[src/sv/plfm_pkg.sv]
// ----------------------------------------------------------------------------
// plfm_pkg: shared types and constants of the partitioned LRU frame manager.
// Holds the request and response layouts, the frame table entry, opcodes and
// status codes.
// ----------------------------------------------------------------------------
package plfm_pkg;

  // Default table size and register reset value.
  localparam int NUM_FRAMES_DEF = 32;
  localparam logic [5:0] RT_AREA_RESET = 6'd8;

  // Request opcodes.
  localparam logic [1:0] OP_ACCESS  = 2'd0;
  localparam logic [1:0] OP_PRELOAD = 2'd1;
  localparam logic [1:0] OP_RELEASE = 2'd2;
  localparam logic [1:0] OP_CLEAR   = 2'd3;

  // Response status codes.
  localparam logic [2:0] ST_IGNORED  = 3'd0;
  localparam logic [2:0] ST_HIT      = 3'd1;
  localparam logic [2:0] ST_LOADED   = 3'd2;
  localparam logic [2:0] ST_REPLACED = 3'd3;
  localparam logic [2:0] ST_NO_FRAME = 3'd4;
  localparam logic [2:0] ST_DONE     = 3'd5;

  typedef struct packed {
    logic [1:0]         opcode;
    logic [7:0]         process_id;
    logic signed [15:0] page_number;
    logic               is_real_time;
    logic [7:0]         working_set_size;
  } plfm_req_t;

  typedef struct packed {
    logic [2:0]         status;
    logic               page_fault;
    logic [4:0]         frame_index;
    logic signed [15:0] victim_page;
    logic [5:0]         frames_released;
  } plfm_rsp_t;

  // One frame table word; the occupied bit lives in flip-flops outside.
  typedef struct packed {
    logic [7:0]  owner;
    logic [15:0] page;
    logic [31:0] stamp;
  } plfm_entry_t;

endpackage

[src/sv/partitioned_local_lru_frame_manager.sv]
// ----------------------------------------------------------------------------
// partitioned_local_lru_frame_manager: per-process LRU page frame manager.
// Frame table with a real-time area in the lowest frames and a user area
// above it; access, preload, release and clear requests.
// ----------------------------------------------------------------------------
// Usage:
//   The request channel (req_valid, req_stall, req) takes one request at a
//   time. A request is accepted when req_valid is high and req_stall is low.
//   The response channel (rsp_valid, rsp_stall, rsp) carries one response per
//   request, held stable while rsp_stall is high.
//   The configuration channel (cfg_valid, cfg_ready, cfg_data) writes the
//   real-time area size and is always ready; the user must write it only
//   while idle, since the block itself does not enforce this.
// Table walk:
//   Access, preload and release walk the frame table one frame per cycle
//   through the single read port of the table RAM with one shared stamp
//   comparator, then respond from the decide step; clear and ignored
//   requests skip the walk and go straight to the decide step.
// Reset:
//   All frames become free and the use clock returns to zero at once, since
//   the occupied bits are flip-flops; no clearing pass is needed.
// Stalls:
//   A new request may be accepted while a response waits; its final write
//   is held until the waiting response has been taken.
// ----------------------------------------------------------------------------
module partitioned_local_lru_frame_manager #(
  parameter int NUM_FRAMES = plfm_pkg::NUM_FRAMES_DEF
) (
  input  logic                clk,
  input  logic                rst,
  input  logic                req_valid,
  output logic                req_stall,
  input  plfm_pkg::plfm_req_t req,
  output logic                rsp_valid,
  input  logic                rsp_stall,
  output plfm_pkg::plfm_rsp_t rsp,
  input  logic                cfg_valid,
  output logic                cfg_ready,
  input  logic [5:0]          cfg_data
);

  import plfm_pkg::*;

  localparam int IDX_W = $clog2(NUM_FRAMES);
  localparam int CNT_W = $clog2(NUM_FRAMES + 1);
  localparam int CW    = (CNT_W > 9) ? CNT_W : 9;
  localparam logic [IDX_W-1:0] LAST_IDX = IDX_W'(NUM_FRAMES - 1);

  localparam logic [1:0] S_IDLE   = 2'd0;
  localparam logic [1:0] S_SCAN   = 2'd1;
  localparam logic [1:0] S_DECIDE = 2'd2;

  logic [1:0]            state;
  plfm_req_t             cur;
  logic [5:0]            rt_area;
  logic [31:0]           use_clock;
  logic [NUM_FRAMES-1:0] occupied;

  // Scan pointer and read pipeline.
  logic                  issuing;
  logic [IDX_W-1:0]      scan_idx;
  logic                  chk_vld;
  logic [IDX_W-1:0]      chk_idx;

  // Scan results.
  logic                  hit_found;
  logic [IDX_W-1:0]      hit_idx;
  logic [CW-1:0]         used;
  logic                  free_found;
  logic [IDX_W-1:0]      free_idx;
  logic                  lru_found;
  logic [IDX_W-1:0]      lru_idx;
  logic [31:0]           lru_stamp;
  logic [15:0]           lru_page;

  // Table RAM ports.
  logic                  wr_en;
  logic [IDX_W-1:0]      wr_addr;
  plfm_entry_t           wr_entry;
  logic [$bits(plfm_entry_t)-1:0] rd_data;
  plfm_entry_t           rd_entry;

  logic                  accept;
  logic                  hold;
  logic                  owner_match;
  logic                  chk_occ;
  logic                  chk_in_rt;
  logic                  page_neg;
  logic [CW-1:0]         rts;
  logic [CW-1:0]         area;
  logic [CW-1:0]         limit;
  logic                  can_free;
  logic [31:0]           fill_stamp;
  logic [IDX_W-1:0]      fill_idx;
  logic                  do_fill;
  logic [2:0]            miss_status;

  assign accept    = req_valid && !req_stall;
  assign req_stall = (state != S_IDLE);
  assign cfg_ready = 1'b1;
  assign hold      = rsp_valid && rsp_stall;
  assign page_neg  = cur.page_number[15];

  plfm_ram #(
    .WIDTH($bits(plfm_entry_t)),
    .DEPTH(NUM_FRAMES)
  ) u_table (
    .clk    (clk),
    .wr_en  (wr_en),
    .wr_addr(wr_addr),
    .wr_data(wr_entry),
    .rd_en  (issuing),
    .rd_addr(scan_idx),
    .rd_data(rd_data)
  );

  assign rd_entry = plfm_entry_t'(rd_data);

  // Per-frame checks on the word coming out of the RAM.
  assign chk_occ     = occupied[chk_idx];
  assign owner_match = chk_occ && (rd_entry.owner == cur.process_id);
  assign chk_in_rt   = (CW'(chk_idx) < rts);

  // Area size and frame quota of the current process.
  assign rts   = (CW'(rt_area) > CW'(NUM_FRAMES)) ? CW'(NUM_FRAMES) : CW'(rt_area);
  assign area  = cur.is_real_time ? rts : (CW'(NUM_FRAMES) - rts);
  always_comb begin
    if (cur.working_set_size == 8'd0) begin
      limit = CW'(1);
    end else if (CW'(cur.working_set_size) < area) begin
      limit = CW'(cur.working_set_size);
    end else begin
      limit = area;
    end
  end

  // Miss handling: free frame under quota, else own LRU frame.
  assign can_free = free_found && (used < limit);
  always_comb begin
    priority if (can_free) begin
      miss_status = ST_LOADED;
      fill_idx    = free_idx;
    end else if (lru_found) begin
      miss_status = ST_REPLACED;
      fill_idx    = lru_idx;
    end else begin
      miss_status = ST_NO_FRAME;
      fill_idx    = '0;
    end
  end

  assign fill_stamp = (cur.opcode == OP_PRELOAD) ? (use_clock + 32'd1) : use_clock;
  assign do_fill    = (state == S_DECIDE) && !hold && !page_neg && !hit_found &&
                      (miss_status != ST_NO_FRAME) &&
                      ((cur.opcode == OP_ACCESS) || (cur.opcode == OP_PRELOAD));

  // Table write: restamp on an access hit, or load a page on a miss.
  always_comb begin
    wr_en          = 1'b0;
    wr_addr        = fill_idx;
    wr_entry.owner = cur.process_id;
    wr_entry.page  = cur.page_number;
    wr_entry.stamp = fill_stamp;
    if ((state == S_DECIDE) && !hold && !page_neg) begin
      if (hit_found && (cur.opcode == OP_ACCESS)) begin
        wr_en          = 1'b1;
        wr_addr        = hit_idx;
        wr_entry.stamp = use_clock;
      end else if (do_fill) begin
        wr_en = 1'b1;
      end
    end
  end

  // Configuration register.
  always_ff @(posedge clk) begin
    if (rst) begin
      rt_area <= RT_AREA_RESET;
    end else if (cfg_valid && cfg_ready) begin
      rt_area <= cfg_data;
    end
  end

  // Request register.
  always_ff @(posedge clk) begin
    if (accept) begin
      cur <= req;
    end
  end

  // Sequencer: accept, scan the table, then decide and respond.
  always_ff @(posedge clk) begin
    if (rst) begin
      state     <= S_IDLE;
      issuing   <= 1'b0;
      chk_vld   <= 1'b0;
      use_clock <= '0;
      occupied  <= '0;
      rsp_valid <= 1'b0;
    end else begin
      if (rsp_valid && !rsp_stall && (state != S_DECIDE)) begin
        rsp_valid <= 1'b0;
      end
      unique case (state)
        S_IDLE: begin
          if (accept) begin
            if ((req.opcode == OP_ACCESS) && !req.page_number[15]) begin
              use_clock <= use_clock + 32'd1;
            end
            if ((req.opcode == OP_CLEAR) ||
                ((req.opcode != OP_RELEASE) && req.page_number[15])) begin
              state <= S_DECIDE;
            end else begin
              state   <= S_SCAN;
              issuing <= 1'b1;
            end
          end
        end
        S_SCAN: begin
          chk_vld <= issuing;
          if (issuing && (scan_idx == LAST_IDX)) begin
            issuing <= 1'b0;
          end
          if (chk_vld && owner_match && (cur.opcode == OP_RELEASE)) begin
            occupied[chk_idx] <= 1'b0;
          end
          if (!issuing && !chk_vld) begin
            state <= S_DECIDE;
          end
        end
        S_DECIDE: begin
          if (!hold) begin
            rsp_valid <= 1'b1;
            state     <= S_IDLE;
            if (cur.opcode == OP_CLEAR) begin
              occupied  <= '0;
              use_clock <= '0;
            end
            if (do_fill) begin
              occupied[fill_idx] <= 1'b1;
              if (cur.opcode == OP_PRELOAD) begin
                use_clock <= fill_stamp;
              end
            end
          end
        end
        default: begin
          state <= S_IDLE;
        end
      endcase
    end
  end

  // Scan pointer and accumulated scan results.
  always_ff @(posedge clk) begin
    if (state == S_IDLE) begin
      scan_idx   <= '0;
      chk_idx    <= '0;
      hit_found  <= 1'b0;
      hit_idx    <= '0;
      used       <= '0;
      free_found <= 1'b0;
      free_idx   <= '0;
      lru_found  <= 1'b0;
      lru_idx    <= '0;
      lru_stamp  <= '0;
      lru_page   <= '0;
    end else if (state == S_SCAN) begin
      chk_idx <= scan_idx;
      if (issuing && (scan_idx != LAST_IDX)) begin
        scan_idx <= scan_idx + IDX_W'(1);
      end
      if (chk_vld) begin
        if (owner_match) begin
          used <= used + CW'(1);
        end
        if (owner_match && (rd_entry.page == cur.page_number) && !hit_found) begin
          hit_found <= 1'b1;
          hit_idx   <= chk_idx;
        end
        if (!chk_occ && (chk_in_rt == cur.is_real_time) && !free_found) begin
          free_found <= 1'b1;
          free_idx   <= chk_idx;
        end
        // Shared stamp comparator: signed order, lowest frame wins a tie.
        if (owner_match &&
            (!lru_found || ($signed(rd_entry.stamp) < $signed(lru_stamp)))) begin
          lru_found <= 1'b1;
          lru_idx   <= chk_idx;
          lru_stamp <= rd_entry.stamp;
          lru_page  <= rd_entry.page;
        end
      end
    end
  end

  // Response register.
  always_ff @(posedge clk) begin
    logic [CW-1:0] frame_ext;
    if ((state == S_DECIDE) && !hold) begin
      rsp.status          <= ST_IGNORED;
      rsp.page_fault      <= 1'b0;
      rsp.frame_index     <= '0;
      rsp.victim_page     <= '1;
      rsp.frames_released <= '0;
      if (cur.opcode == OP_CLEAR) begin
        rsp.status <= ST_DONE;
      end else if (cur.opcode == OP_RELEASE) begin
        rsp.status          <= ST_DONE;
        rsp.frames_released <= used[5:0];
      end else if (!page_neg) begin
        if (hit_found) begin
          frame_ext       = CW'(hit_idx);
          rsp.status      <= ST_HIT;
          rsp.frame_index <= frame_ext[4:0];
        end else begin
          frame_ext       = CW'(fill_idx);
          rsp.status      <= miss_status;
          rsp.page_fault  <= (cur.opcode == OP_ACCESS);
          rsp.frame_index <= frame_ext[4:0];
          if (miss_status == ST_REPLACED) begin
            rsp.victim_page <= lru_page;
          end
        end
      end
    end
  end

  // A response appears only from the decide step.
  assert property (@(posedge clk) disable iff (rst)
    $rose(rsp_valid) |-> ($past(state) == S_DECIDE))
    else $error("response raised outside the decide step");

  // The scan never marks a frame occupied.
  assert property (@(posedge clk) disable iff (rst)
    (state == S_SCAN) |=> ((occupied & ~$past(occupied)) == '0))
    else $error("frame became occupied during a scan");

  // A fault only comes with a miss outcome.
  assert property (@(posedge clk) disable iff (rst)
    (rsp_valid && rsp.page_fault) |->
      ((rsp.status == ST_LOADED) || (rsp.status == ST_REPLACED) ||
       (rsp.status == ST_NO_FRAME)))
    else $error("page fault reported with a non-miss status");

  // A completed clear leaves an empty table and a zero clock.
  assert property (@(posedge clk) disable iff (rst)
    ((state == S_DECIDE) && !hold && (cur.opcode == OP_CLEAR)) |=>
      ((occupied == '0) && (use_clock == '0)))
    else $error("clear did not empty the table");

  // A victim page is reported only on replacement.
  assert property (@(posedge clk) disable iff (rst)
    (rsp_valid && (rsp.status != ST_REPLACED)) |-> (rsp.victim_page == '1))
    else $error("victim page reported without replacement");

endmodule

[src/sv/plfm_ram.sv]
// ----------------------------------------------------------------------------
// plfm_ram: generic single-write, single-read RAM.
// One write port and one read port with registered read data.
// ----------------------------------------------------------------------------
module plfm_ram #(
  parameter int WIDTH = 8,
  parameter int DEPTH = 32
) (
  input  logic                     clk,
  input  logic                     wr_en,
  input  logic [$clog2(DEPTH)-1:0] wr_addr,
  input  logic [WIDTH-1:0]         wr_data,
  input  logic                     rd_en,
  input  logic [$clog2(DEPTH)-1:0] rd_addr,
  output logic [WIDTH-1:0]         rd_data
);

  logic [WIDTH-1:0] mem [DEPTH];

  // Write port.
  always_ff @(posedge clk) begin
    if (wr_en) begin
      mem[wr_addr] <= wr_data;
    end
  end

  // Registered read port.
  always_ff @(posedge clk) begin
    if (rd_en) begin
      rd_data <= mem[rd_addr];
    end
  end

endmodule

[config.mk]
export PLATFORM = sky130hd
export DESIGN_NAME = partitioned_local_lru_frame_manager
export DESIGN_NICKNAME = d
export VERILOG_FILES = /design/src/sv/plfm_pkg.sv /design/src/sv/partitioned_local_lru_frame_manager.sv /design/src/sv/plfm_ram.sv
export SDC_FILE = /design/constraint.sdc
export NUM_CORES = 2
export LEC_CHECK = 0
export BUFFER_PORTS_ARGS = -buffer_cell sky130_fd_sc_hd__clkbuf_2
export CORE_MARGIN = 2
export CORE_UTILIZATION = 55
export CTS_BUF_LIST = sky130_fd_sc_hd__clkbuf_4 sky130_fd_sc_hd__clkbuf_8
export DETAILED_ROUTE_END_ITERATION = 10
export MAX_ROUTING_LAYER = met4
export PLACE_DENSITY = 0.75
export SYNTH_ARGS = -nofsm -noshare
export SYNTH_HDL_FRONTEND = slang
export SYNTH_SLANG_ARGS = --single-unit
[constraint.sdc]
create_clock -name clk -period 9.9 [get_ports clk]
set_clock_uncertainty 0.05 [all_clocks]
set_input_delay 0.495 -clock clk [delete_from_list [all_inputs] [get_ports clk]]
set_output_delay 0.495 -clock clk [all_outputs]
set_load 0.01 [all_outputs]
==> flow_summary.yaml <==
job:
  cap_viol_max_count: 0
clock_tree:
  cts_sinks: 2074
  cts_tree: "yes"
  cts.htree.levels: 5
  cts_root_buffer: "sky130_fd_sc_hd__clkbuf_8"
  clock_path_buffers: 4
  cts_setup_buffers: 0
  cts_hold_buffers: 49
  tritoncts_buffers: 336
  postCtsResizedCells: 0
  cts.clk_slew.worst_paths_ns: 0.05
  insertion_delay_ns: 1.00
power_and_ir_drop:
  share_seq_of_total_power: 0.567
  pwr_density_cell_mw_per_mm2: 184
  p_total_mw: 16.9
  irDropWorstVdd_mv: 0.150
  switching_share: 0.206
  internal_power_mw: 13.5
  power.combinational.fraction: 0.019
  p_switching_mw: 3.49
  power_frac_clock: 0.414
  leakage_nw: 30.2
logic_synthesis:
  synth-async-reset-ratio: 0
  syn_area_per_cell_sq_um: 20.6
  synthCells: 3970
  sequential_fraction_of_the_synthesis_area: 0.743
  synth_top_flop_cell: "sky130_fd_sc_hd__edfxtp_1"
  post_synth_edffs: 1914
  ys_ff_latch: 2074
  yosysWarnings: 0
  ys_types: 76
  netlist_area_sq_mm: 0.0817
sta:
  final.setup.worst_slack_ns: 1.96
  fmaxAchievable_mhz: 126
  grt_setup_unrepaired: "false"
  final-hold-violation-count: 0
  slew_viol_final: 0
  period_share: 0.802
  final_period_minus_worst_setup_slack_ns: 7.94
  fin_setup_tns_ns: 0
  slew_headroom: 0.0771
  worstMarginPinSlew_ns: 1.38
  finalSetupViolations: 0
worst_setup_path:
  cp_data_arrival_time_ns: 8.51
  rr_endpoint: "u_table.mem[13][50]"
  cp-start-kind: "flop"
  crit_fanout: 35
  cp_slowest_stage_delay_ns: 0.89
  timing.critical_path.slowest_stage_cell: "sky130_fd_sc_hd__nor2_4"
  critPathRequiredTime_ns: 10.46
  cp.buffers_inverters: 2
  r2r_slack_ns: 1.96
  timing.critical_path.mode_cell: "sky130_fd_sc_hd__o21ai_0"
  r2r-start: "rt_area[5]"
  setup.worst_path.end_class: "flop"
  cp_top_family: "compound AO/OA/AOI/OAI gates"
  worstPathCellList: "nor2b_1 -> inv_1 -> ha_1 -> nor2_1 -> nand2_1 -> ha_1 -> a2111oi_1 -> o21ai_1 -> o21ai_0 -> nand2_1 -> o21ai_0 -> nand2_1 -> ha_1 -> nand4_1 -> a211o_1 -> a31o_1 -> o21a_2 -> o21ai_0 -> mux2_2 -> o21ai_0 -> nor2_4 -> buf_12"
  timing.reg2reg.worst_path_depth: 22
  category_of_the_most_critical_setup_path: "flop to flop"
hold_path:
  hold-path-endpoint: "rt_area[5]"
  whs_path_depth: 3
  hold_path_startpoint: "rst"
  min_path_type: "primary input to flop"
global_routing:
  grt_overflow: 0
  grt_util_all_layers: 0.268
  grt_pass1_vias: 41500
  grt_max_degree: 115
  grt_antenna_before_repair: 12
  first_pass_grt_wire_length_um: 284000
placed_design:
  placer_congestion: 0.927
  place.detailed.hpwl_um: 114000
  pre_cts_slack_ns: 2.07
  port_buffers: 78
  dpl.cell_count: 5888
cells_and_area:
  post-route-util: 0.625
  final_cells: 6519
  area_delta_synth_final_pct: 13.0
  filler_cell_count: 9741
  finalNetCount: 4445
  layout.cells.most_common: "sky130_fd_sc_hd__edfxtp_1"
  share_of_post_route_cells_with_drive_strength_above_1: 0.317
  mostFrequentLayoutCells: "1914 x sky130_fd_sc_hd__edfxtp_1, 570 x sky130_fd_sc_hd__mux4_2, 356 x sky130_fd_sc_hd__clkbuf_8"
drt:
  antenna_violating_nets_post_route: 0
  detailed_route_wire_length_per_cell_um: 29.8
  drt_iter0_drc: 6111
  route.vias.total: 42000
  wl_um: 194000
  route.detailed.drc: 0
  first_pass_iters: 7
  routed_via_density: 6.44
floorplan:
  core_sq_mm: 0.148
  die_height_um: 389
  io_pins: 80
  die_area_sq_mm: 0.152
  floorplan.initialDensity: 0.553
  fp-row-count: 141
  die_w_um: 389
status:
  run_status: "complete, no violations"
==> worst max-delay path by stage <==
stage | from | endpoint | slack [ns] | cells past startpoint
2_1_floorplan | rt_area[5] | u_table.mem[10][0] | 2.51 | 24
3_3_place_gp | rt_area[5] | u_table.mem[13][35] | 2.18 | 22
3_5_place_dp | rt_area[5] | u_table.mem[13][43] | 2.07 | 22
4_1_cts | rt_area[5] | u_table.mem[13][50] | 2.05 | 22
5_1_grt | rt_area[5] | u_table.mem[13][50] | 1.29 | 22
6_report | rt_area[5] | u_table.mem[13][50] | 1.96 | 22
==> state kept, by name, indices dropped and copies added, names as in the netlist, 2 cells and up <==
register         cells
rsp                 31
scan_idx             5
lru_page            16
lru_stamp           32
free_idx             5
occupied            32
rt_area              6
use_clock           32
lru_idx              5
u_table.rd_data     56
hit_idx              5
state                2
u_table.mem       1792
cur                 35
chk_idx              5
used                 9
==> layer usage <==
metal / share of wire / vias to the layer above / routed length [um] / global-route usage
met3: 0.12 / 330 / 23300 / 0.0671
met4: 0.023 / 0 / 4440 / 0.0768
li1: - / 17200 / - / -
met5: 0 / - / 0 / -
met1: 0.39 / 21800 / 76600 / 0.383
met2: 0.46 / 2620 / 90200 / 0.387
==> power by group through the flow <==
stage          Combinational (mW)  Sequential (mW)  Clock [mW]
2_1_floorplan               0.145             9.80           0
3_3_place_gp                0.300             9.79           0
3_5_place_dp                0.306             9.80           0
4_1_cts                     0.322             9.61        7.13
5_1_grt                     0.351             9.61        7.50
6_report                    0.322             9.61        7.01
==> metrics by stage <==
step	hold WS (ns)	instance area, sq um
finish	0.129	92300
floorplan	0.395	81700
global placement	0.405	85500
global route	0.0932	92300
detailed placement	0.412	85500
CTS	0.0140	92200
==> area by class of cell <==
cell class,instances,area (sq um),share of cell area
flip-flops and latches,2074,60700,0.658
multi-input cells,1625,20600,0.223
clock buffers,462,5700,0.0617
well taps,1930,2410,0.0262
repair buffers,249,2000,0.0216
clock inverters,112,596,0.00646
inverters,59,221,0.00240
diodes,8,20.0,0.000217
==> cell families (layout without fill, tap and decap cells) <==
family          after synthesis  count (layout)  synth area share
flops                      2074            2074             0.743
other cells                   1              10         0.0000459
mux                         705             705             0.175
simple gates                529             529            0.0308
compound gates              266             266            0.0227
fa+ha+maj                    54              54           0.00827
buf+inv                     272             882            0.0131
xor+xnor                     69              69           0.00740
==> tightest hold or removal path: stages <==
cell                       delay [ns]
sky130_fd_sc_hd__clkbuf_2        0.08
sky130_fd_sc_hd__buf_4           0.33
sky130_fd_sc_hd__nor2_1          0.17
==> cell usage after synthesis, types with 9 or more instances <==
cell type | count | share of area
sky130_fd_sc_hd__edfxtp_1 | 1914 | 0.70
sky130_fd_sc_hd__mux4_2 | 570 | 0.16
sky130_fd_sc_hd__nor2_1 | 175 | 0.0080
sky130_fd_sc_hd__dfxtp_1 | 160 | 0.039
sky130_fd_sc_hd__clkbuf_1 | 146 | 0.0067
sky130_fd_sc_hd__nand2_1 | 125 | 0.0057
sky130_fd_sc_hd__mux2i_1 | 73 | 0.0089
sky130_fd_sc_hd__mux2_2 | 61 | 0.0084
sky130_fd_sc_hd__nor3_1 | 58 | 0.0036
sky130_fd_sc_hd__inv_1 | 57 | 0.0026
sky130_fd_sc_hd__ha_1 | 54 | 0.0083
sky130_fd_sc_hd__buf_1 | 50 | 0.0023
sky130_fd_sc_hd__o21ai_0 | 48 | 0.0029
sky130_fd_sc_hd__a21oi_1 | 47 | 0.0029
sky130_fd_sc_hd__a31oi_1 | 45 | 0.0034
sky130_fd_sc_hd__xnor2_1 | 45 | 0.0048
sky130_fd_sc_hd__nand3_1 | 33 | 0.0020
sky130_fd_sc_hd__a221oi_1 | 27 | 0.0029
sky130_fd_sc_hd__xor2_1 | 24 | 0.0026
sky130_fd_sc_hd__nand4_1 | 22 | 0.0017
sky130_fd_sc_hd__or2_2 | 17 | 0.0013
sky130_fd_sc_hd__a21o_1 | 16 | 0.0015
sky130_fd_sc_hd__nor4_1 | 15 | 0.0011
sky130_fd_sc_hd__and3_1 | 14 | 0.0011
sky130_fd_sc_hd__nand2b_1 | 14 | 0.0011
sky130_fd_sc_hd__or3_1 | 13 | 0.0010
sky130_fd_sc_hd__and2_1 | 9 | 0.00069
sky130_fd_sc_hd__buf_2 | 9 | 0.00055
Note: power is estimated with default switching activity, not from simulation.
